### src/design/tpa_pkg.sv
// Package for the triangle primitive assembler.
// Types and constants shared by the front, queue, back and top-level files.
package tpa_pkg;

    localparam int INDEX_BITS   = 32;
    localparam int FIELD_BITS   = 32;
    localparam int CFG_IDX_BITS = 2;
    localparam int QUEUE_DEPTH  = 4;
    localparam int QPTR_BITS    = $clog2(QUEUE_DEPTH);
    localparam int QCNT_BITS    = $clog2(QUEUE_DEPTH + 1);
    localparam int CORNERS      = 3;

    typedef enum logic [1:0] {
        MODE_LIST   = 2'd0,
        MODE_STRIP  = 2'd1,
        MODE_FAN    = 2'd2,
        MODE_UNUSED = 2'd3
    } t_mode;

    typedef enum logic [CFG_IDX_BITS-1:0] {
        REG_PRIM_MODE    = 2'd0,
        REG_VERTEX_COUNT = 2'd1
    } t_reg_idx;

    typedef struct packed {
        logic [FIELD_BITS-1:0] vertex_index;
        logic                  end_of_primitive;
    } t_in_item;

    typedef struct packed {
        logic [FIELD_BITS-1:0] out_index;
        logic                  last_of_run;
    } t_out_item;

    typedef struct packed {
        logic [1:0]            prim_mode;
        logic [FIELD_BITS-1:0] vertex_count;
    } t_cfg;

    typedef struct packed {
        logic [CORNERS-1:0][INDEX_BITS-1:0] corner;
        logic [CORNERS-1:0]                 mask;
    } t_job;

    typedef struct packed {
        logic push;
        logic pop;
    } t_q_req;

    typedef struct packed {
        logic full;
        logic empty;
    } t_q_stat;

endpackage

### src/design/tpa_front.sv
// Front end: takes vertex indices, tracks strip/fan/list state, builds triangle jobs.
// Depends on tpa_pkg.
module tpa_front (
    input  logic            i_clk,
    input  logic            i_rst_n,
    input  tpa_pkg::t_cfg   i_cfg,
    input  logic            i_accept,
    input  tpa_pkg::t_in_item i_item,
    output logic            o_job_push,
    output tpa_pkg::t_job   o_job
);
    import tpa_pkg::*;

    logic [INDEX_BITS-1:0] r_older, n_older;
    logic [INDEX_BITS-1:0] r_newer, n_newer;
    logic [INDEX_BITS-1:0] r_center, n_center;
    logic [1:0]            r_seen, n_seen;
    logic                  r_parity, n_parity;

    logic [INDEX_BITS-1:0] cur;
    logic                  emit;
    t_mode                 mode;

    assign cur  = INDEX_BITS'(i_item.vertex_index);
    assign mode = t_mode'(i_cfg.prim_mode);

    always_comb begin
        n_older     = r_older;
        n_newer     = r_newer;
        n_center    = r_center;
        n_seen      = r_seen;
        n_parity    = r_parity;
        emit        = 1'b0;
        o_job.corner = '0;
        if (mode != MODE_UNUSED) begin
            if (r_seen < 2'd2) begin
                if (r_seen == 2'd0) begin
                    n_center = cur;
                end
                n_older = r_newer;
                n_newer = cur;
                n_seen  = r_seen + 2'd1;
            end else begin
                emit = 1'b1;
                o_job.corner[2] = cur;
                unique case (mode)
                    MODE_LIST: begin
                        o_job.corner[0] = r_older;
                        o_job.corner[1] = r_newer;
                        n_older = '0;
                        n_newer = '0;
                        n_seen  = 2'd0;
                    end
                    MODE_STRIP: begin
                        o_job.corner[0] = r_parity ? r_newer : r_older;
                        o_job.corner[1] = r_parity ? r_older : r_newer;
                        n_older  = r_newer;
                        n_newer  = cur;
                        n_parity = ~r_parity;
                    end
                    default: begin
                        o_job.corner[0] = r_center;
                        o_job.corner[1] = r_newer;
                        n_older = r_newer;
                        n_newer = cur;
                    end
                endcase
            end
        end
        if (i_item.end_of_primitive) begin
            n_older  = '0;
            n_newer  = '0;
            n_center = '0;
            n_seen   = 2'd0;
            n_parity = 1'b0;
        end
        for (int k = 0; k < CORNERS; k++) begin
            o_job.mask[k] = emit && (FIELD_BITS'(o_job.corner[k]) < i_cfg.vertex_count);
        end
        o_job_push = i_accept && (o_job.mask != '0);
    end

    always_ff @(posedge i_clk) begin
        if (!i_rst_n) begin
            r_older  <= '0;
            r_newer  <= '0;
            r_center <= '0;
            r_seen   <= 2'd0;
            r_parity <= 1'b0;
        end else if (i_accept) begin
            r_older  <= n_older;
            r_newer  <= n_newer;
            r_center <= n_center;
            r_seen   <= n_seen;
            r_parity <= n_parity;
        end
    end

endmodule

### src/design/tpa_queue.sv
// Short job queue between the front and back ends.
// Depends on tpa_pkg.
module tpa_queue (
    input  logic             i_clk,
    input  logic             i_rst_n,
    input  tpa_pkg::t_q_req  i_req,
    input  tpa_pkg::t_job    i_wdata,
    output tpa_pkg::t_q_stat o_stat,
    output tpa_pkg::t_job    o_rdata
);
    import tpa_pkg::*;

    t_job                 r_mem [QUEUE_DEPTH];
    logic [QPTR_BITS-1:0] r_wptr;
    logic [QPTR_BITS-1:0] r_rptr;
    logic [QCNT_BITS-1:0] r_count;

    logic do_push;
    logic do_pop;

    assign o_stat.full  = (r_count == QCNT_BITS'(QUEUE_DEPTH));
    assign o_stat.empty = (r_count == '0);
    assign do_push      = i_req.push && !o_stat.full;
    assign do_pop       = i_req.pop && !o_stat.empty;
    assign o_rdata      = r_mem[r_rptr];

    always_ff @(posedge i_clk) begin
        if (do_push) begin
            r_mem[r_wptr] <= i_wdata;
        end
    end

    always_ff @(posedge i_clk) begin
        if (!i_rst_n) begin
            r_wptr  <= '0;
            r_rptr  <= '0;
            r_count <= '0;
        end else begin
            if (do_push) begin
                r_wptr <= r_wptr + 1'b1;
            end
            if (do_pop) begin
                r_rptr <= r_rptr + 1'b1;
            end
            if (do_push && !do_pop) begin
                r_count <= r_count + 1'b1;
            end else if (do_pop && !do_push) begin
                r_count <= r_count - 1'b1;
            end
        end
    end

endmodule

### src/design/tpa_back.sv
// Back end: walks surviving corners, one result per cycle to the output register while popped.
// Depends on tpa_pkg.
module tpa_back (
    input  logic              i_clk,
    input  logic              i_rst_n,
    input  logic              i_q_empty,
    input  tpa_pkg::t_job     i_job,
    output logic              o_q_pop,
    input  logic              i_pop,
    output logic              o_empty,
    output tpa_pkg::t_out_item o_item
);
    import tpa_pkg::*;

    t_job               r_job;
    logic [CORNERS-1:0] r_mask;
    logic               r_out_valid;
    t_out_item          r_out;

    logic [1:0]         sel;
    logic [CORNERS-1:0] sel_bit;
    logic [CORNERS-1:0] rem;
    logic               adv;
    logic               need;

    always_comb begin
        if (r_mask[0]) begin
            sel = 2'd0;
        end else if (r_mask[1]) begin
            sel = 2'd1;
        end else begin
            sel = 2'd2;
        end
        sel_bit = CORNERS'(1) << sel;
        rem     = r_mask & ~sel_bit;
        adv     = (r_mask != '0) && (!r_out_valid || i_pop);
        need    = (r_mask == '0) || (adv && (rem == '0));
        o_q_pop = need && !i_q_empty;
    end

    assign o_empty = !r_out_valid;
    assign o_item  = r_out;

    always_ff @(posedge i_clk) begin
        if (o_q_pop) begin
            r_job <= i_job;
        end
        if (adv) begin
            r_out.out_index   <= FIELD_BITS'(r_job.corner[sel]);
            r_out.last_of_run <= (rem == '0);
        end
    end

    always_ff @(posedge i_clk) begin
        if (!i_rst_n) begin
            r_mask      <= '0;
            r_out_valid <= 1'b0;
        end else begin
            if (o_q_pop) begin
                r_mask <= i_job.mask;
            end else if (adv) begin
                r_mask <= rem;
            end
            if (adv) begin
                r_out_valid <= 1'b1;
            end else if (i_pop) begin
                r_out_valid <= 1'b0;
            end
        end
    end

endmodule

### src/design/triangle_primitive_assembler.sv
// Top level of the triangle primitive assembler: config registers, front, queue, back.
// Depends on tpa_pkg, tpa_front, tpa_queue and tpa_back.
//
//  channel  | handshake            | payload
//  ---------+----------------------+---------------------------------------
//  input    | push / full          | i_in_item  (vertex_index, end_of_primitive)
//  result   | pop / empty          | o_out_item (out_index, last_of_run)
//  config   | i_cfg_valid / ready  | i_cfg_index, i_cfg_data
//
// An index is taken every cycle while the job queue has room; each triangle
// produces up to three results, drained one per cycle by the back end while
// results are popped, so sustained throughput is set by the output register.
// Results pass through the job queue, the back end's job register and the output register.
// Synchronous active-low reset clears control state and config; no clearing pass. Config is always ready.
module triangle_primitive_assembler (
    input  logic                i_clk,
    input  logic                i_rst_n,
    input  logic                push,
    output logic                full,
    input  tpa_pkg::t_in_item   i_in_item,
    output logic                empty,
    input  logic                pop,
    output tpa_pkg::t_out_item  o_out_item,
    input  logic                i_cfg_valid,
    output logic                o_cfg_ready,
    input  logic [tpa_pkg::CFG_IDX_BITS-1:0] i_cfg_index,
    input  logic [tpa_pkg::FIELD_BITS-1:0]   i_cfg_data
);
    import tpa_pkg::*;

    t_cfg    r_cfg;
    t_job    front_job;
    t_job    q_job;
    t_q_req  q_req;
    t_q_stat q_stat;
    logic    accept;
    logic    job_push;
    logic    job_pop;

    assign o_cfg_ready = 1'b1;
    assign full        = q_stat.full;
    assign accept      = push && !q_stat.full;
    assign q_req       = {job_push, job_pop};

    always_ff @(posedge i_clk) begin
        if (!i_rst_n) begin
            r_cfg <= '0;
        end else if (i_cfg_valid && o_cfg_ready) begin
            unique case (i_cfg_index)
                REG_PRIM_MODE:    r_cfg.prim_mode    <= i_cfg_data[1:0];
                REG_VERTEX_COUNT: r_cfg.vertex_count <= i_cfg_data;
                default: ;
            endcase
        end
    end

    tpa_front u_front (
        .i_clk      (i_clk),
        .i_rst_n    (i_rst_n),
        .i_cfg      (r_cfg),
        .i_accept   (accept),
        .i_item     (i_in_item),
        .o_job_push (job_push),
        .o_job      (front_job)
    );

    tpa_queue u_queue (
        .i_clk   (i_clk),
        .i_rst_n (i_rst_n),
        .i_req   (q_req),
        .i_wdata (front_job),
        .o_stat  (q_stat),
        .o_rdata (q_job)
    );

    tpa_back u_back (
        .i_clk     (i_clk),
        .i_rst_n   (i_rst_n),
        .i_q_empty (q_stat.empty),
        .i_job     (q_job),
        .o_q_pop   (job_pop),
        .i_pop     (pop),
        .o_empty   (empty),
        .o_item    (o_out_item)
    );

    a_reset_empty: assert property (@(posedge i_clk) !i_rst_n |=> empty)
        else $error("result side not empty after reset");

    a_no_push_full: assert property (@(posedge i_clk) disable iff (!i_rst_n)
        q_req.push |-> !q_stat.full)
        else $error("job pushed into full queue");

    a_no_pop_empty: assert property (@(posedge i_clk) disable iff (!i_rst_n)
        q_req.pop |-> !q_stat.empty)
        else $error("job popped from empty queue");

    a_job_has_corner: assert property (@(posedge i_clk) disable iff (!i_rst_n)
        q_req.push |-> front_job.mask != '0)
        else $error("job without surviving corner queued");

endmodule

### config.mk
export PLATFORM = sky130hd
export DESIGN_NAME = triangle_primitive_assembler
export DESIGN_NICKNAME = d
export VERILOG_FILES = /design/src/design/tpa_pkg.sv /design/src/design/tpa_front.sv /design/src/design/tpa_queue.sv /design/src/design/tpa_back.sv /design/src/design/triangle_primitive_assembler.sv
export SDC_FILE = /design/constraint.sdc
export NUM_CORES = 1
export LEC_CHECK = 0
export BUFFER_PORTS_ARGS = -buffer_cell sky130_fd_sc_hd__buf_4
export CAP_MARGIN = 15
export CORE_ASPECT_RATIO = 1.75
export CORE_MARGIN = 2
export CORE_UTILIZATION = 50
export DETAILED_ROUTE_END_ITERATION = 10
export HOLD_SLACK_MARGIN = 0.06
export PLACE_DENSITY_LB_ADDON = 0.3
export SYNTH_ARGS = -nofsm -noshare
export SYNTH_HDL_FRONTEND = slang
export SYNTH_SLANG_ARGS = --single-unit
### constraint.sdc
create_clock -name i_clk -period 10.6 [get_ports i_clk]
set_input_delay 0.53 -clock i_clk [delete_from_list [all_inputs] [get_ports i_clk]]
set_output_delay 0.53 -clock i_clk [all_outputs]
set_load 0.03 [all_outputs]
==> results_tabular.tex, run 1 <==
\begin{tabular}{lr}
\hline
Metric & Value \\
\hline
\multicolumn{2}{l}{\textbf{Logic synthesis}} \\
\quad Most instantiated flip-flop cell in the synthesis netlist & edfxtp\_1 \\
\quad Main area contributors after synthesis & edfxtp\_1, dfxtp\_1, mux4\_2, ha\_1, nand2\_1 \\
\quad Fraction of post-synthesis cell area in the top cell type by area & 0.5598 \\
\quad Sequential cell area fraction in the yosys report & 0.6636 \\
\quad Most frequent cell after synthesis & edfxtp\_1 \\
\quad Library cell occupying the most area in the post-synthesis netlist & edfxtp\_1 \\
\quad Proportion of synthesized flip-flops having asynchronous set or reset & 0 \\
\quad Avg Inst Size Synth & between 10 and 15 sq um \\
\quad Count of flip-flops with a built-in enable after synthesis & 525 \\
\quad Syn Nets & 2,183 \\
\quad Most numerous cell types in the synthesized netlist & edfxtp\_1, nand2\_1, a21oi\_1 \\
\quad Unique cell type count in the Yosys netlist & a little over 60 \\
\quad Synthesized flop and latch total & about 670 \\
\quad Yosys Warn Count & 0 \\
\quad Synth Instances & 2,012 \\
\quad Netlist area before placement & $\sim$0.028 sq mm \\
\multicolumn{2}{l}{\textbf{Critical path}} \\
\quad CP peak stage delay & 0.82 ns \\
\quad Cell family contributing the most delay on the critical path & compound AO/OA/AOI/OAI gates \\
\quad Crit path depth & 14 \\
\quad Register-to-register path setup slack & 3.53 ns \\
\quad Critical path capture point & u\_queue.r\_mem[1][42] \\
\quad Critical path buffer and inverter count & 4 \\
\quad Endpoint of the most critical register-to-register path & u\_queue.r\_mem[1][42] \\
\quad CP cell instances & buf\_4 > inv\_2 > nand3\_1 > buf\_4 > nand2\_1 > a21oi\_1 > ha\_1 > a2111oi\_0 > a211oi\_1 > a2111o\_1 > nor2\_2 > o31a\_1 > and2\_4 > buf\_4 \\
\quad Type of element capturing the critical path & flop \\
\quad Setup Crit Path Kind & reg2reg \\
\quad CP Data Arrival Time & 7.30 ns \\
\quad Worst Setup Start Kind & flop \\
\quad Max Fanout on Critical Path & between 50 and 60 \\
\quad Most prevalent standard cell on the critical path & buf\_4 \\
\quad CP max-delay cell & buf\_4 \\
\quad Critical Path Start & r\_cfg[33] \\
\quad Launching point of the worst reg2reg path & r\_cfg[33] \\
\quad Data required time of the worst path & 10.83 ns \\
\quad Worst reg-to-reg path cell count & 14 \\
\multicolumn{2}{l}{\textbf{CTS}} \\
\quad Deepest level of the CTS H-tree & 2 \\
\quad Resized Gates After CTS & 0 \\
\quad Total CTS buffers & 57 \\
\quad CTS tree & done \\
\quad CTS root buf & clkbuf\_16 \\
\quad Clk buf depth & 3 \\
\quad CTS clock-pin slew for the worst setup and hold paths & 0.07 ns \\
\quad Setup fix buffers added after clock tree synthesis & 0 \\
\quad CTS sink count & 671 \\
\quad Clock latency reported for the late side of the worst-skew pair & between 0.6 and 0.7 ns \\
\quad Post-CTS Hold Fix Bufs & 0 \\
\multicolumn{2}{l}{\textbf{STA}} \\
\quad Shortest clock period the worst path allows after layout & 7.067 ns \\
\quad RSZ-0062 raised after global routing & no \\
\quad Slew of the pin with the lowest slew margin & approximately 1.1 ns \\
\quad Part of the cycle the worst path needs & 0.6667 \\
\quad Aggregate negative setup slack & 0 ns \\
\quad Number of hold violations in the final report & 0 \\
\quad Largest clock skew in the final design & 0.02213 ns \\
\quad Highest clock rate & $\sim$140 MHz \\
\quad Total count of max-transition violations in the final report & 0 \\
\quad Max transition margin & 0.2885 \\
\quad Final setup violation count & 0 \\
\multicolumn{2}{l}{\textbf{Global route}} \\
\quad Largest net degree at the start of global routing & 108 \\
\quad Number of global-route vias before repair & 17,400 \\
\quad Total global-route track usage & 0.2419 \\
\quad Remaining global-route overflow & 0 \\
\quad Global-route wire length before repair & $\sim$110 mm \\
\quad Antenna violations before repair & 0 \\
\multicolumn{2}{l}{\textbf{Detailed routing}} \\
\quad Post-detailed-route wirelength per cell & 24.52 microns \\
\quad Initial drt markers & around 1,500 \\
\quad First-pass detailed-route iteration total & 5 \\
\quad Drt drc & 0 \\
\quad Via-per-instance ratio & 6.004 \\
\quad Antenna Violating Nets Remaining & 0 \\
\quad Drt total wl & 69.42 mm \\
\quad DR vias & between 15,000 and 20,000 \\
\multicolumn{2}{l}{\textbf{Power and ir drop}} \\
\quad Power density normalized to cell area & 221.7 mW/mm\^{}2 \\
\quad Leakage power summed over all cells & about 11 nW \\
\quad Sw Ratio & 0.2839 \\
\quad Combinational Power Share & 0.201 \\
\quad Net Switching & about 2.0 mW \\
\quad Peak supply drop & around 0.00013 V \\
\quad Design internal power & 5.009 mW \\
\quad Tot Pwr & 6.995 mW \\
\quad Clock share of power & 0.304 \\
\quad Sequential group share of total power & 0.495 \\
\multicolumn{2}{l}{\textbf{Placement}} \\
\quad DP Area & 0.02963 sq mm \\
\quad Port Buffer Count & about 110 \\
\quad Estimated wirelength of the detail-placed design & 44.88 mm \\
\quad Routability cong. & about 0.85 \\
\multicolumn{2}{l}{\textbf{Floorplan}} \\
\quad Placement Rows & 115 \\
\quad Initial core utilization & 0.5031 \\
\quad Die boundary height & 318.0 microns \\
\quad Boundary Pins & 108 \\
\quad Horizontal die dimension & 183.4 microns \\
\quad Area enclosed by the die boundary & 0.05831 sq mm \\
\quad Core box area & 0.05597 sq mm \\
\multicolumn{2}{l}{\textbf{Worst hold path}} \\
\quad Hold Path Class & in2reg \\
\multicolumn{2}{l}{\textbf{Finish}} \\
\quad Multi-input logic area & 0.008906 sq mm \\
\quad Growth of design area from synthesis to finish & 12.03\% \\
\quad Layout fillers & 4,429 \\
\quad Finished Cell Area & 0.03155 sq mm \\
\quad Sequential cell area & 0.01870 sq mm \\
\quad Core occupancy in the finished layout & 0.5637 \\
\quad Post-layout nets & 2,252 \\
\quad Share of cells above drive strength 1 & 0.1602 \\
\quad \# diodes & 0 \\
\multicolumn{2}{l}{\textbf{Outcome}} \\
\quad Outcome & completed \\
\multicolumn{2}{l}{\textbf{Flow run}} \\
\quad Maximum Capacitance Violations & 0 \\
\hline
\end{tabular}
==> area by class of cell <==
type	instances	area share
flip-flops and latches	671	0.5927
multi-input cells	1177	0.2823
clock buffers	81	0.05033
repair buffers	133	0.03228
well taps	702	0.02784
clock inverters	26	0.009597
inverters	41	0.004957
==> worst register-to-register path, stage by stage, from the launching register on <==
cell and delay [ns]:
dfxtp_2 0.81, buf_4 0.52, inv_2 0.17, nand3_1 0.50, buf_4 0.39, nand2_1 0.09, a21oi_1 0.44, ha_1 0.37
a2111oi_0 0.65, a211oi_1 0.21, a2111o_1 0.44, nor2_2 0.20, o31a_1 0.33, and2_4 0.66, buf_4 0.86
==> how the worst min path moves through the flow <==
stage                        start                   to  cells after the start  slack [ns]
4_1_cts             i_cfg_data[20]            r_cfg[20]                      3        0.15
3_5_place_dp              r_cfg[5]             r_cfg[5]                      2        0.46
3_3_place_gp   u_front.r_older[10]  u_front.r_older[10]                      2        0.45
5_1_grt             i_cfg_data[16]            r_cfg[16]                      3        0.18
2_1_floorplan            r_cfg[10]            r_cfg[10]                      2        0.44
6_report            i_cfg_data[20]            r_cfg[20]                      3        0.17
==> kinds of logic (layout without fill, tap and decap cells) <==
logic type	Yosys count	in the layout	share of synthesized area
DFF	671	671	0.6636
and+or+nand+nor	576	576	0.09694
AOI/OAI and AO/OA	360	360	0.07859
buffers and inverters	164	281	0.02257
muxes	136	136	0.09232
adders and majority gates	100	100	0.04461
xor gates and xnor gates	4	4	0.001244
other	1	1	0.0001332
==> routing by layer <==
layer | vias to the layer above | global-route usage | share of wire
met5 | - | 0 | 0
met4 | 0 | 0.1074 | 0.048
met3 | 172 | 0.02863 | 0.051
met2 | 610 | 0.4286 | 0.52
met1 | 8552 | 0.2954 | 0.38
li1 | 7664 | - | -
==> power by group through the flow <==
stage | sequential [mW] | clock (mW) | combinational [mW]
after floorplan | 3.58 | 0 | 0.834
final | 3.46 | 2.13 | 1.41
after global placement | 3.51 | 0 | 1.42
after global routing | 3.49 | 2.26 | 1.52
after detailed placement | 3.52 | 0 | 1.44
after CTS | 3.46 | 2.16 | 1.44
==> cell usage in the layout (no fill, tap or decap), types with 4 or more instances in the layout <==
| master | n |
|---|---|
| nor3_1 | 7 |
| bufinv_16 | 6 |
| a21o_1 | 7 |
| o21ai_0 | 49 |
| o21ai_1 | 6 |
| clkinvlp_4 | 4 |
| and2_4 | 4 |
| mux4_2 | 99 |
| and2_1 | 36 |
| nand3_1 | 103 |
| nor3b_1 | 35 |
| clkbuf_16 | 58 |
| nor2_1 | 44 |
| a21boi_0 | 35 |
| inv_1 | 37 |
| o21a_1 | 5 |
| ha_1 | 98 |
| a21boi_1 | 68 |
| dfxtp_1 | 141 |
| o211ai_1 | 4 |
| buf_4 | 132 |
| nand2_1 | 271 |
| clkinv_2 | 10 |
| a211oi_1 | 6 |
| clkbuf_1 | 18 |
| and4_1 | 6 |
| nor2b_1 | 42 |
| nand4_1 | 13 |
| edfxtp_1 | 525 |
| mux2i_1 | 37 |
| a21oi_1 | 151 |
| clkbuf_8 | 5 |
==> flip-flops by register name, indices dropped and copies added, names as in the netlist, named ones only <==
name / count
r_cfg: 34
u_queue.r_rptr: 2
u_queue.r_count: 3
u_front.r_center: 32
u_front.r_newer: 32
u_back.o_item: 33
u_queue.r_wptr: 2
u_front.r_older: 32
u_front.r_parity: 1
u_front.r_seen: 2
u_back.r_job: 96
u_back.r_out_valid: 1
u_back.r_mask: 3
u_queue.r_mem: 396
==> stage by stage <==
stage,hold WS [ns],instances,setup WS (ns)
finish,0.1743,2831,3.533
floorplan,0.4435,2012,4.576
detailed placement,0.4592,2723,3.644
global route,0.1797,2831,3.270
CTS,0.1482,2830,3.628
global placement,0.4526,2723,3.721
No activity file was read; power rests on OpenSTA's default activity.
==> inputs of run 2 (changes only) <==
==> constraint.sdc (replaced) <==
create_clock -name i_clk -period 7.33 [get_ports i_clk]
set_input_delay 0.3665 -clock i_clk [delete_from_list [all_inputs] [get_ports i_clk]]
set_output_delay 0.3665 -clock i_clk [all_outputs]
set_load 0.03 [all_outputs]
==> results_tabular.tex, run 2 (synthesized netlist as in run 1, its figures left out) <==
\begin{tabular}{lr}
\hline
Metric & Value \\
\hline
\multicolumn{2}{l}{\textbf{Power and ir drop}} \\
\quad Peak supply drop & 0.0002411 V (+81\%) \\
\quad Leakage power summed over all cells & 11.00 nW (+2.3\%) \\
\quad Power density normalized to cell area & 313.7 mW/mm\^{}2 (+42\%) \\
\multicolumn{2}{l}{\textbf{Floorplan}} \\
\quad Initial core utilization & 0.5031 (unchanged) \\
\quad Core box area & 0.05597 sq mm (unchanged) \\
\quad Die boundary height & 318.0 microns (unchanged) \\
\quad Area enclosed by the die boundary & 0.05831 sq mm (unchanged) \\
\quad Placement Rows & 115 (unchanged) \\
\quad Boundary Pins & 108 (unchanged) \\
\quad Horizontal die dimension & 183.4 microns (unchanged) \\
\multicolumn{2}{l}{\textbf{Detailed routing}} \\
\quad First-pass detailed-route iteration total & 6 (+1) \\
\quad Post-detailed-route wirelength per cell & 23.75 microns (-3.2\%) \\
\quad Antenna Violating Nets Remaining & 0 (unchanged) \\
\quad Initial drt markers & 1,396 (-6.6\%) \\
\quad Drt total wl & 68.74 mm (-0.97\%) \\
\quad Via-per-instance ratio & 5.948 (-0.93\%) \\
\quad DR vias & 17,220 (+1.3\%) \\
\quad Drt drc & 0 (unchanged) \\
\multicolumn{2}{l}{\textbf{Global route}} \\
\quad Total global-route track usage & 0.2389 (-0.003026) \\
\quad Global-route wire length before repair & 104.9 mm (-0.77\%) \\
\quad Number of global-route vias before repair & 17,492 (+0.53\%) \\
\quad Antenna violations before repair & 0 (unchanged) \\
\quad Remaining global-route overflow & 0 (unchanged) \\
\quad Largest net degree at the start of global routing & 115 (+6.5\%) \\
\multicolumn{2}{l}{\textbf{Critical path}} \\
\quad CP Data Arrival Time & 6.76 ns (-0.54 ns) \\
\quad CP max-delay cell & dfxtp\_1 \\
\quad Critical path buffer and inverter count & 1 (-3) \\
\quad Type of element capturing the critical path & flop \\
\quad Worst Setup Start Kind & flop \\
\quad Max Fanout on Critical Path & 46 (-16\%) \\
\quad Data required time of the worst path & 7.60 ns (-3.23 ns) \\
\quad Most prevalent standard cell on the critical path & nor2\_1 \\
\quad CP cell instances & nand2\_1 > nand2\_2 > nor2\_1 > ha\_1 > a211oi\_1 > nor2\_1 > o22a\_1 > a2111oi\_0 > o21ai\_1 > a21oi\_1 > o31a\_1 > and2\_4 > buf\_4 \\
\quad Setup Crit Path Kind & reg2reg \\
\quad CP peak stage delay & 0.88 ns (+0.06 ns) \\
\quad Cell family contributing the most delay on the critical path & compound AO/OA/AOI/OAI gates \\
\multicolumn{2}{l}{\textbf{CTS}} \\
\quad Clk buf depth & 3 (unchanged) \\
\quad CTS clock-pin slew for the worst setup and hold paths & 0.07 ns (about the same) \\
\quad CTS root buf & clkbuf\_16 \\
\quad Deepest level of the CTS H-tree & 2 (unchanged) \\
\quad Clock latency reported for the late side of the worst-skew pair & 0.62 ns (about the same) \\
\quad Total CTS buffers & 57 (unchanged) \\
\quad CTS tree & done \\
\quad CTS sink count & 671 (unchanged) \\
\quad Setup fix buffers added after clock tree synthesis & 0 (unchanged) \\
\quad Post-CTS Hold Fix Bufs & 62 (+62) \\
\quad Resized Gates After CTS & 0 (unchanged) \\
\multicolumn{2}{l}{\textbf{STA}} \\
\quad Max transition margin & 0.2609 (-0.02752) \\
\quad Aggregate negative setup slack & 0 ns (unchanged) \\
\quad Shortest clock period the worst path allows after layout & 6.491 ns (-0.5760 ns) \\
\quad Number of hold violations in the final report & 0 (unchanged) \\
\quad Total count of max-transition violations in the final report & 0 (unchanged) \\
\quad Worst hold slack after final layout & 0.1011 ns (-0.07323 ns) \\
\quad Slew of the pin with the lowest slew margin & 1.109 ns (+0.04129 ns) \\
\quad Final setup violation count & 0 (unchanged) \\
\quad Part of the cycle the worst path needs & 0.8855 (+0.2188) \\
\quad RSZ-0062 raised after global routing & no \\
\quad Highest clock rate & 154.1 MHz (+8.9\%) \\
\quad Largest clock skew in the final design & 0.02163 ns (-0.0004952 ns) \\
\multicolumn{2}{l}{\textbf{Finish}} \\
\quad \# diodes & 0 (unchanged) \\
\quad Post-layout nets & 2,316 (+2.8\%) \\
\quad Share of cells above drive strength 1 & 0.1541 (-0.006042) \\
\quad Most frequent standard cell in the layout excluding fill and tap cells & edfxtp\_1 \\
\quad Regs by FF count & u\_queue.r\_mem: 396 flops, u\_back.r\_job: 96 flops, r\_cfg: 34 flops \\
\quad Growth of design area from synthesis to finish & 14.27\% \\
\quad Top library cells by usage in the layout, fill and taps aside & edfxtp\_1, nand2\_1, a21oi\_1, dfxtp\_1, buf\_4 \\
\quad Register name with the most flops & u\_queue.r\_mem \\
\quad Number of flip-flops under the largest register name & 396 (unchanged) \\
\multicolumn{2}{l}{\textbf{Flow run}} \\
\quad Maximum Capacitance Violations & 0 (unchanged) \\
\multicolumn{2}{l}{\textbf{Placement}} \\
\quad Routability cong. & 0.8409 (-0.97\%) \\
\quad Port Buffer Count & 106 (unchanged) \\
\quad Estimated wirelength of the detail-placed design & 44.20 mm (-1.5\%) \\
\multicolumn{2}{l}{\textbf{Outcome}} \\
\quad Outcome & completed \\
\multicolumn{2}{l}{\textbf{Worst hold path}} \\
\quad Hold Path Class & in2reg \\
\hline
\end{tabular}
run 2: cell count changes in the layout (fill, tap and decap cells not counted), sizes merged:
cell / before / now
bufinv: 6 / 5
dlygate4sd3: 0 / 62
clkinvlp: 4 / 5
clkbuf: 81 / 74
buf: 133 / 135
inv: 42 / 44
clkinv: 15 / 20
run 2: worst paths after layout:
kind	startpoint	endpoint	slack [ns]	cells past startpoint
setup / recovery	r_cfg[32]	u_queue.r_mem[3][94]	0.84	13
hold / removal	i_in_item[12]	u_front.r_newer[11]	0.10	3
setup reg to reg	r_cfg[32]	u_queue.r_mem[3][94]	0.84	13
hold reg to reg	r_cfg[4]	r_cfg[4]	0.47	2
run 2: per-stage QoR:
| step | cell area, sq um | worst slack [ns] | power, mW | std cells | util |
|---|---|---|---|---|---|
| after floorplan | 28160 | 1.306 | 6.379 | 2012 | - |
| after global placement | 29700 | 1.101 | 7.121 | 2726 | 0.5307 |
| after detailed placement | 29700 | 0.8407 | 7.163 | 2726 | 0.5307 |
| after CTS | 32180 | 0.8246 | 10.20 | 2895 | 0.5749 |
| after global routing | 32180 | 0.4774 | 10.50 | 2895 | 0.5749 |
| final | 32180 | 0.8389 | 10.10 | 2895 | 0.5749 |
run 2: cell type report:
| class | instances | area, sq um |
|---|---|---|
| Clock buffer | 74 | 1563 |
| Timing Repair Buffer | 197 | 1684 |
| Multi-Input combinational cell | 1177 | 8906 |
| Fill cell | 4349 | 23790 |
| Inverter | 41 | 156.4 |
| Clock inverter | 33 | 294.0 |
| Tap cell | 702 | 878.3 |
| Sequential cell | 671 | 18700 |
run 2: tightest hold or removal path, delay by kind of cell:
kind | cells | cell delay, ns
buf+inv | 1 | 0.14
compound gates | 1 | 0.07
simple gates | 1 | 0.07
run 2: metal layers:
| layer | track usage | routed length [microns] | vias to the layer above |
|---|---|---|---|
| met5 | 0 | 0 | - |
| met4 | 0.08978 | 2615 | 0 |
| met3 | 0.02497 | 3097 | 145 |
| met2 | 0.4391 | 36740 | 581 |
| met1 | 0.2863 | 26290 | 8698 |
| li1 | - | - | 7796 |
run 2: report_power, final:
group	total, mW	internal (mW)	switching (mW)
combinational	2.04	0.760	1.28
sequential	5.03	4.77	0.252
clock	3.03	1.68	1.35
